--- src/hdl/cbq_pkg.sv ---
// Types, codes and saturation helpers shared by the cascaded biquad filter.
package cbq_pkg;

    localparam int NCOEF = 5;

    localparam logic [1:0] FUNC_FILTER = 2'd0;
    localparam logic [1:0] FUNC_LOAD   = 2'd1;
    localparam logic [1:0] FUNC_CLEAR  = 2'd2;

    localparam logic signed [63:0] D_MAX = 64'sh0000_7FFF_FFFF_FFFF;
    localparam logic signed [63:0] D_MIN = 64'shFFFF_8000_0000_0000;
    localparam logic signed [63:0] S_MAX = 64'sh0000_0000_007F_FFFF;
    localparam logic signed [63:0] S_MIN = 64'shFFFF_FFFF_FF80_0000;

    typedef enum logic [1:0] {
        ST_IDLE,
        ST_RUN,
        ST_DONE
    } state_t;

    // Coefficient kinds; the first five codes are also the coefficient slot.
    typedef enum logic [2:0] {
        KIND_B0  = 3'd0,
        KIND_B1  = 3'd1,
        KIND_B2  = 3'd2,
        KIND_A1  = 3'd3,
        KIND_A2  = 3'd4,
        KIND_NOP = 3'd5
    } kind_t;

    function automatic logic ovf48(input logic signed [63:0] v);
        ovf48 = (v > D_MAX) || (v < D_MIN);
    endfunction

    function automatic logic signed [47:0] sat48(input logic signed [63:0] v);
        if (v > D_MAX) begin
            sat48 = D_MAX[47:0];
        end else if (v < D_MIN) begin
            sat48 = D_MIN[47:0];
        end else begin
            sat48 = v[47:0];
        end
    endfunction

    function automatic logic ovf24(input logic signed [63:0] v);
        ovf24 = (v > S_MAX) || (v < S_MIN);
    endfunction

    function automatic logic signed [23:0] sat24(input logic signed [63:0] v);
        if (v > S_MAX) begin
            sat24 = S_MAX[23:0];
        end else if (v < S_MIN) begin
            sat24 = S_MIN[23:0];
        end else begin
            sat24 = v[23:0];
        end
    endfunction

endpackage

--- src/hdl/cascaded_biquad_iir_filter_unit.sv ---
// Cascaded biquad IIR filter, transposed direct form II, with memory-held state.
//
// The input channel (s_) carries one beat per command: s_tuser holds func, and
// s_tdata holds the sample for a filter beat or the stage, slot and value for a
// coefficient load. A clear beat zeroes every delay register. Load, clear and
// unused codes produce no output beat and leave the block idle.
// A filter beat produces one output beat on the m_ channel: m_tdata is the
// filtered sample and m_tuser flags that some section saturated.
// With no active sections the sample is output unchanged. No beat is accepted
// while a filter beat is in progress; the next is accepted in the cycle after
// the result is loaded. Each section issues its five coefficients, one per cycle
// from the coefficient memory, to the single shared 32x24 multiplier, plus one
// idle step while the section output is rounded. Delay registers live in a
// second memory that is read and written back once per section.
// The result sits in an output register, so a new beat is accepted while the
// previous result waits; a filter beat cannot complete until that register is
// free, and the block holds its result while m_tready is low.
// After reset num_stages is zero and all coefficients and delays read as zero.
// cfg_we writes num_stages; it must only be used while the block is idle.
module cascaded_biquad_iir_filter_unit
    import cbq_pkg::*;
#(
    parameter int STAGES = 4
) (
    input  logic        aclk,
    input  logic        aresetn,
    input  logic        cfg_we,
    input  logic [2:0]  cfg_wdata,
    input  logic        s_tvalid,
    output logic        s_tready,
    // sample[23:0], stage_index[25:24], coef_index[28:26], coef_value[60:29]
    input  logic [63:0] s_tdata,
    // func[1:0]
    input  logic [1:0]  s_tuser,
    output logic        m_tvalid,
    input  logic        m_tready,
    // filtered[23:0]
    output logic [23:0] m_tdata,
    // clipped[0]
    output logic [0:0]  m_tuser
);

    localparam int SEC_W  = (STAGES > 1) ? $clog2(STAGES) : 1;
    localparam int CDEPTH = NCOEF * STAGES;
    localparam int CA_W   = $clog2(CDEPTH);
    localparam int DDEPTH = 2 * STAGES;
    localparam int DA_W   = $clog2(DDEPTH);
    localparam int N_W    = $clog2(STAGES + 1);

    state_t state_reg, state_next;

    logic [2:0] num_stages_reg;

    logic [31:0] coef_mem [CDEPTH];
    logic [47:0] dly_mem  [DDEPTH];
    logic [CDEPTH-1:0] coef_vld_reg;
    logic [DDEPTH-1:0] dly_vld_reg;

    logic [31:0] coef_q;
    logic        coef_vq;
    logic signed [47:0] dly_q;
    logic        dly_vq;

    logic [SEC_W-1:0] sec_reg;
    logic [2:0]       stp_reg;
    logic             iss_done_reg;

    kind_t            tag1_kind, tag2_kind, tag3_kind;
    logic [SEC_W-1:0] tag1_sec, tag2_sec, tag3_sec;
    logic             tag1_last, tag2_last, tag3_last;

    logic signed [23:0] x_reg, y_reg;
    logic signed [55:0] prod_reg;
    logic signed [47:0] pr_reg;
    logic               pr_ovf_reg;
    logic signed [47:0] yf_reg;
    logic signed [49:0] n1_reg, n2_reg;
    logic               ystep_reg;
    logic               clip_reg;

    logic               m_tvalid_reg;
    logic [23:0]        m_tdata_reg;
    logic               m_tuser_reg;

    logic [1:0]         in_func;
    logic signed [23:0] in_sample;
    logic [1:0]         in_stage;
    logic [2:0]         in_cidx;
    logic [31:0]        in_cval;

    logic               s_tready_w;
    logic               in_acc;
    logic               out_load;
    logic               iss_act;
    logic [N_W-1:0]     n_eff;
    logic [N_W-1:0]     last_sec;
    logic               sec_last;
    kind_t              iss_kind;
    logic [2:0]         iss_ofs;
    logic [CA_W-1:0]    coef_raddr;
    logic [CA_W-1:0]    coef_waddr;
    logic               coef_we;
    logic [DA_W-1:0]    dly_raddr;
    logic [DA_W-1:0]    dly_waddr;
    logic               dly_we;
    logic signed [47:0] dly_wdata;

    logic signed [23:0] opnd;
    logic signed [31:0] coef_eff;
    logic signed [63:0] rnd_sum;
    logic signed [63:0] rnd_shift;
    logic signed [47:0] zq_eff;
    logic signed [63:0] sum_b0;
    logic signed [63:0] sum_a;
    logic signed [63:0] ysum;
    logic               clip_ev;

    assign in_func   = s_tuser;
    assign in_sample = s_tdata[23:0];
    assign in_stage  = s_tdata[25:24];
    assign in_cidx   = s_tdata[28:26];
    assign in_cval   = s_tdata[60:29];

    assign n_eff    = (32'(num_stages_reg) > STAGES) ? N_W'(STAGES) : N_W'(num_stages_reg);
    assign last_sec = n_eff - N_W'(1);
    assign sec_last = (N_W'(sec_reg) == last_sec);

    // Next-state logic.
    always_comb begin
        state_next = state_reg;
        unique case (state_reg)
            ST_IDLE: begin
                if (s_tvalid && in_func == FUNC_FILTER) begin
                    state_next = (n_eff == '0) ? ST_DONE : ST_RUN;
                end
            end
            ST_RUN: begin
                if (tag3_kind == KIND_A2 && tag3_last) begin
                    state_next = ST_DONE;
                end
            end
            ST_DONE: begin
                if (!m_tvalid_reg || m_tready) begin
                    state_next = ST_IDLE;
                end
            end
            default: state_next = ST_IDLE;
        endcase
    end

    // State outputs.
    always_comb begin
        s_tready_w = 1'b0;
        out_load   = 1'b0;
        iss_act    = 1'b0;
        unique case (state_reg)
            ST_IDLE: s_tready_w = 1'b1;
            ST_RUN:  iss_act = !iss_done_reg;
            ST_DONE: out_load = !m_tvalid_reg || m_tready;
            default: s_tready_w = 1'b0;
        endcase
    end

    assign in_acc = s_tvalid && s_tready_w;

    always_comb begin
        unique case (stp_reg)
            3'd0:    iss_kind = KIND_B0;
            3'd1:    iss_kind = KIND_B1;
            3'd2:    iss_kind = KIND_B2;
            3'd4:    iss_kind = KIND_A1;
            3'd5:    iss_kind = KIND_A2;
            default: iss_kind = KIND_NOP;
        endcase
    end

    assign iss_ofs    = (iss_kind == KIND_NOP) ? 3'd0 : 3'(iss_kind);
    assign coef_raddr = CA_W'(CA_W'(sec_reg) * CA_W'(NCOEF) + CA_W'(iss_ofs));
    assign coef_waddr = CA_W'(CA_W'(in_stage) * CA_W'(NCOEF) + CA_W'(in_cidx));
    assign coef_we    = in_acc && in_func == FUNC_LOAD
                        && 32'(in_stage) < STAGES && 32'(in_cidx) < NCOEF;

    assign dly_raddr = DA_W'({tag2_sec, tag2_kind == KIND_B1});
    assign dly_waddr = DA_W'({tag3_sec, tag3_kind == KIND_A2});
    assign dly_we    = (tag3_kind == KIND_A1) || (tag3_kind == KIND_A2);

    assign opnd      = (tag1_kind == KIND_A1 || tag1_kind == KIND_A2) ? y_reg : x_reg;
    assign coef_eff  = coef_vq ? coef_q : '0;
    assign rnd_sum   = 64'(prod_reg) + 64'sd8;
    assign rnd_shift = rnd_sum >>> 4;
    assign zq_eff    = dly_vq ? dly_q : '0;
    assign sum_b0    = 64'(pr_reg) + 64'(zq_eff);
    assign sum_a     = ((tag3_kind == KIND_A1) ? 64'(n1_reg) : 64'(n2_reg)) - 64'(pr_reg);
    assign dly_wdata = sat48(sum_a);
    assign ysum      = (64'(yf_reg) + 64'sd8388608) >>> 24;

    always_comb begin
        clip_ev = ystep_reg && ovf24(ysum);
        case (tag3_kind)
            KIND_B0: clip_ev = clip_ev || pr_ovf_reg || ovf48(sum_b0);
            KIND_B1, KIND_B2: clip_ev = clip_ev || pr_ovf_reg;
            KIND_A1, KIND_A2: clip_ev = clip_ev || pr_ovf_reg || ovf48(sum_a);
            default: clip_ev = clip_ev;
        endcase
    end

    // Control registers.
    always_ff @(posedge aclk) begin
        if (!aresetn) begin
            state_reg      <= ST_IDLE;
            num_stages_reg <= '0;
            coef_vld_reg   <= '0;
            dly_vld_reg    <= '0;
            sec_reg        <= '0;
            stp_reg        <= '0;
            iss_done_reg   <= 1'b1;
            tag1_kind      <= KIND_NOP;
            tag2_kind      <= KIND_NOP;
            tag3_kind      <= KIND_NOP;
            ystep_reg      <= 1'b0;
            m_tvalid_reg   <= 1'b0;
        end else begin
            state_reg <= state_next;
            if (cfg_we) begin
                num_stages_reg <= cfg_wdata;
            end
            if (coef_we) begin
                coef_vld_reg[coef_waddr] <= 1'b1;
            end
            if (in_acc && in_func == FUNC_CLEAR) begin
                dly_vld_reg <= '0;
            end else if (dly_we) begin
                dly_vld_reg[dly_waddr] <= 1'b1;
            end
            if (in_acc) begin
                sec_reg      <= '0;
                stp_reg      <= '0;
                iss_done_reg <= 1'b0;
            end else if (iss_act) begin
                if (stp_reg == 3'd5) begin
                    stp_reg <= '0;
                    if (sec_last) begin
                        iss_done_reg <= 1'b1;
                    end else begin
                        sec_reg <= sec_reg + SEC_W'(1);
                    end
                end else begin
                    stp_reg <= stp_reg + 3'd1;
                end
            end
            tag1_kind <= iss_act ? iss_kind : KIND_NOP;
            tag2_kind <= tag1_kind;
            tag3_kind <= tag2_kind;
            ystep_reg <= (tag3_kind == KIND_B0);
            if (out_load) begin
                m_tvalid_reg <= 1'b1;
            end else if (m_tready) begin
                m_tvalid_reg <= 1'b0;
            end
        end
    end

    // Memories.
    always_ff @(posedge aclk) begin
        if (coef_we) begin
            coef_mem[coef_waddr] <= in_cval;
        end
        coef_q  <= coef_mem[coef_raddr];
        coef_vq <= coef_vld_reg[coef_raddr];
        if (dly_we) begin
            dly_mem[dly_waddr] <= dly_wdata;
        end
        dly_q  <= dly_mem[dly_raddr];
        dly_vq <= dly_vld_reg[dly_raddr];
    end

    // Datapath.
    always_ff @(posedge aclk) begin
        tag1_sec  <= sec_reg;
        tag1_last <= sec_last;
        tag2_sec  <= tag1_sec;
        tag2_last <= tag1_last;
        tag3_sec  <= tag2_sec;
        tag3_last <= tag2_last;

        prod_reg   <= coef_eff * opnd;
        pr_reg     <= sat48(rnd_shift);
        pr_ovf_reg <= ovf48(rnd_shift);

        case (tag3_kind)
            KIND_B0: yf_reg <= sat48(sum_b0);
            KIND_B1: n1_reg <= 50'(pr_reg) + 50'(zq_eff);
            KIND_B2: n2_reg <= 50'(pr_reg);
            default: n2_reg <= n2_reg;
        endcase

        if (in_acc) begin
            x_reg    <= in_sample;
            y_reg    <= in_sample;
            clip_reg <= 1'b0;
        end else begin
            if (tag1_kind == KIND_A2) begin
                x_reg <= y_reg;
            end
            if (ystep_reg) begin
                y_reg <= sat24(ysum);
            end
            clip_reg <= clip_reg || clip_ev;
        end

        if (out_load) begin
            m_tdata_reg <= y_reg;
            m_tuser_reg <= clip_reg;
        end
    end

    assign s_tready   = s_tready_w;
    assign m_tvalid   = m_tvalid_reg;
    assign m_tdata    = m_tdata_reg;
    assign m_tuser[0] = m_tuser_reg;

    a_idle_empty: assert property (@(posedge aclk) disable iff (!aresetn)
        state_reg == ST_IDLE |-> tag1_kind == KIND_NOP && tag2_kind == KIND_NOP
                                  && tag3_kind == KIND_NOP)
        else $error("Coefficient pipeline busy while idle");

    a_wb_in_run: assert property (@(posedge aclk) disable iff (!aresetn)
        dly_we |-> state_reg == ST_RUN)
        else $error("Delay write-back outside a filter run");

    a_out_from_done: assert property (@(posedge aclk) disable iff (!aresetn)
        $rose(m_tvalid) |-> $past(state_reg == ST_DONE))
        else $error("Output beat raised without a finished result");

endmodule
--- config.mk ---
export PLATFORM = sky130hd
export DESIGN_NAME = cascaded_biquad_iir_filter_unit
export DESIGN_NICKNAME = d
export VERILOG_FILES = /design/src/hdl/cbq_pkg.sv /design/src/hdl/cascaded_biquad_iir_filter_unit.sv
export SDC_FILE = /design/constraint.sdc
export NUM_CORES = 2
export LEC_CHECK = 0
export ABC_CLOCK_PERIOD_IN_PS = 10600
export BUFFER_PORTS_ARGS = -buffer_cell sky130_fd_sc_hd__buf_2
export CAP_MARGIN = 10
export CORE_ASPECT_RATIO = 1.25
export CORE_MARGIN = 4
export CORE_UTILIZATION = 61
export CTS_CLUSTER_DIAMETER = 30
export CTS_CLUSTER_SIZE = 40
export DETAILED_ROUTE_END_ITERATION = 7
export GPL_ROUTABILITY_DRIVEN = 0
export PLACE_DENSITY = 0.86
export SLEW_MARGIN = 20
export SYNTH_ARGS = -nofsm -noshare
export SYNTH_HDL_FRONTEND = slang
export SYNTH_SLANG_ARGS = --single-unit
--- constraint.sdc ---
create_clock -name aclk -period 10.6 [get_ports aclk]
set_clock_uncertainty 0.2 [all_clocks]
set_input_delay 2.12 -clock aclk [delete_from_list [all_inputs] [get_ports aclk]]
set_output_delay 2.12 -clock aclk [all_outputs]
set_load 0.02 [all_outputs]
==> results.ini <==
[yosys]
synth_xor_area_share_pct = 2.30
synth_nets = 7703
synthArstFlopShare_pct = 0
synth-seq-cells = 1463
yosys_most_used_dff = edfxtp_1
yosys_warnings = 0
synth.avg_cell_area_um2 = 13.1
seq_area_frac_synth_pct = 48.0
synth_fa_ha_area_share_pct = 22.3
synth_compound_area_share_pct = 4.87
synth_top_family_by_area = adder cells
synth_simple_gate_area_share_pct = 7.54
ys_types = 80
synth_area_mm2 = 0.0865
syn-instance-count = 6581
muxShareOfSynthArea_pct = 9.89
synth_edf_count = 1219

[worst_setup_path]
r2r_end = prod_reg[55]
cp_max_fo = 35
end_kind = flop
worstPathRequired_ns = 11.10
path_cells = buf_4 -> and2_0 -> nand2_1 -> fa_1 -> fa_1 -> inv_1 -> fa_1 -> fa_1 -> fa_1 -> fa_1 -> inv_1 -> fa_1 -> inv_1 -> ha_1 -> nand4_1 -> nor2b_1 -> nand2_1 -> or3_1 -> o2111a_1 -> o31ai_1 -> a31oi_1 -> o21ai_0 -> a21oi_1 -> xnor2_1
arrival_ns = 10.21
crit_path_frequent_cell = fa_1
cp-startpoint = coef_vq
regToRegStartpoint = coef_vq
endpoint = prod_reg[55]
r2r_setup_slack_ns = 0.89
critPathSlowestCell = and2_0
criticalPathCategory = flop to flop
reg2reg_depth = 24
cpPeakStageDelay_ns = 0.99
critPathLaunchType = flop

[power]
p_per_area_mw_per_mm2 = 165
vdd_drop_max_uv = 255
cellLeakagePower_nw = 38.3
power.total_mw = 15.9

[timing]
period_share_pct = 91.6
hold_viol = 0
min_period_ns = 9.71
final-setup-viol-count = 0
worstMarginPinSlew_ns = 1.22
max_freq_mhz = 103
drv_slew = 0
slew_headroom_pct = 18.9
rsz0062_at_grt = false
fin_tns_setup_ns = 0

[cts]
insertion_delay_ns = 0.84
cts_hold_buf = 0
cts_tree = yes
clockBufferDepth = 3
cts_setup_buffers = 0
cts_inserted_buffers = 202
cts-resized-gates = 0
clock-sinks = 1463
root_buffer = clkbuf_16
clk_pin_slew_worst_paths_ns = 0.06
htreeDepth = 4

[drt]
route.detailed.drc = 12
ant_nets = 0
via_per_inst = 6.59
first_pass_iters = 8
drt_iter0_drc = 7898
wl_per_cell_um = 28.8
vias = 57635
wirelength_um = 252000

[cells_and_area]
mostFrequentLayoutCells = 1,219 x edfxtp_1, 897 x inv_1, 786 x fa_1, 618 x nand2_1, 480 x nor2_1
largest_reg_flops = 640
drive_gt1_share_pct = 15.5
final_common_cell = edfxtp_1
n_fill_cell = 8469
area_growth_pct = 11.7
fin_nets = 7801

[status]
failed_checks = design-rule violations
status = complete, but fails checks

[grt]
grt_antenna_before_repair = 15
grt_max_degree = 140
grt_pass1_wl_um = 379000
track_usage_pct = 34.7
grt.overflow.total = 0
grt_pass1_vias = 61753

[floorplanning]
die_area_mm2 = 0.148
core_region_area_mm2 = 0.141
die_h_um = 429
initial_core_util_pct = 61.4
ios = 101
fp-row-count = 154
die_x_um = 345

[job]
drv_cap = 0

[place]
port_buffers = 97
dp_hpwl_um = 153000

[min_path]
hold_path.class = flop to flop

[Yosys cell counts (5+ instances only)]
| cell type | number | share of area [%] |
|---|---|---|
| o21bai_1 | 20 | 0.17 |
| a21oi_1 | 155 | 0.90 |
| nor2b_1 | 26 | 0.19 |
| a31oi_1 | 28 | 0.20 |
| a21o_1 | 105 | 0.91 |
| o21ai_1 | 51 | 0.30 |
| nand3_1 | 71 | 0.41 |
| o211ai_1 | 13 | 0.11 |
| edfxtp_1 | 1219 | 42 |
| o21ai_0 | 146 | 0.84 |
| dfxtp_1 | 244 | 5.6 |
| ha_1 | 261 | 3.8 |
| nor3_1 | 27 | 0.16 |
| a211oi_1 | 24 | 0.21 |
| and3_1 | 39 | 0.28 |
| clkbuf_1 | 241 | 1.0 |
| buf_1 | 34 | 0.15 |
| mux4_2 | 295 | 7.7 |
| buf_2 | 12 | 0.069 |
| and4_1 | 8 | 0.081 |
| fa_1 | 787 | 18 |
| xor2_1 | 102 | 1.0 |
| nand2_1 | 619 | 2.7 |
| mux2i_1 | 28 | 0.32 |
| mux2_2 | 145 | 1.9 |
| nand2b_1 | 32 | 0.23 |
| a31o_2 | 5 | 0.051 |
| maj3_1 | 24 | 0.28 |
| and2_1 | 102 | 0.74 |
| nor2_1 | 508 | 2.2 |
| inv_1 | 897 | 3.9 |
| o21a_1 | 43 | 0.37 |
| o31ai_1 | 5 | 0.043 |
| nor4_1 | 8 | 0.058 |
| o22ai_1 | 7 | 0.051 |
| xnor2_1 | 123 | 1.2 |
| nand4_1 | 29 | 0.21 |
| or3_1 | 11 | 0.080 |
[critical path: cells and delay by family, from the launching register on]
kind,cells,cell delay [ns]
buf+inv,4,0.64
simple gates,6,2.12
fa+ha+maj,8,4.38
compound gates,5,1.35
xor+xnor,1,0.14
flops,1,0.72
[report_power, final]
| part | internal [mW] | switching [mW] |
|---|---|---|
| logic | 0.586 | 1.40 |
| registers | 6.64 | 0.146 |
| clock network | 4.21 | 2.92 |
[logic make-up (layout without fill, tap and decap cells)]
| logic type | count (synthesis) | after routing |
|---|---|---|
| AO/OA/AOI/OAI | 664 | 664 |
| XOR/XNOR | 226 | 226 |
| adder cells (fa/ha/maj) | 1072 | 1072 |
| buffers and inverters | 1184 | 1464 |
| flip-flops | 1463 | 1463 |
| multiplexers | 468 | 468 |
| other | 0 | 9 |
| AND/OR/NAND/NOR | 1504 | 1504 |
[layer usage]
| metal | global-route usage (%) | part of all wire, % |
|---|---|---|
| met5 | 0 | 0.0044 |
| met4 | 23.3 | 8.5 |
| met3 | 10.2 | 12 |
| met2 | 55.5 | 48 |
| met1 | 40.7 | 31 |
[layout make-up]
| cell class | instances | area (um^2) | share of cell area (%) |
|---|---|---|---|
| multi-input combinational | 3934 | 41000 | 42.4 |
| clock buffer | 223 | 5310 | 5.50 |
| tap | 1872 | 2340 | 2.42 |
| antenna | 9 | 22.5 | 0.0233 |
| clock inverter | 163 | 1920 | 1.99 |
| inverter | 897 | 3370 | 3.48 |
| sequential | 1463 | 41500 | 42.9 |
| timing repair buffer | 181 | 1180 | 1.22 |
[through the flow]
| stage | cells | cell area (um^2) | hold slack (ns) | utilization (%) | setup WS (ns) |
|---|---|---|---|---|---|
| after global routing | 8735 | 96600 | 0.127 | 68.6 | 0.605 |
| after floorplan | 6581 | 86500 | 0.110 | - | 1.65 |
| after global placement | 8347 | 89300 | 0.110 | 63.4 | 1.32 |
| after CTS | 8733 | 96600 | 0.124 | 68.6 | 1.08 |
| final | 8742 | 96600 | 0.123 | 68.6 | 0.889 |
| after detailed placement | 8347 | 89400 | 0.112 | 63.4 | 1.23 |
[worst min-delay path by stage]
| stage | start | endpoint | slack, ns | cells past startpoint |
|---|---|---|---|---|
| 6_report | tag1_sec[0] | tag2_sec[0] | 0.12 | 0 |
| 3_3_place_gp | tag1_sec[0] | tag2_sec[0] | 0.11 | 0 |
| 5_1_grt | tag1_sec[1] | tag2_sec[1] | 0.13 | 0 |
| 3_5_place_dp | tag1_sec[1] | tag2_sec[1] | 0.11 | 0 |
| 2_1_floorplan | tag1_last | tag2_last | 0.11 | 0 |
| 4_1_cts | tag1_sec[1] | tag2_sec[1] | 0.12 | 0 |
(Power assumes the default switching activity.)
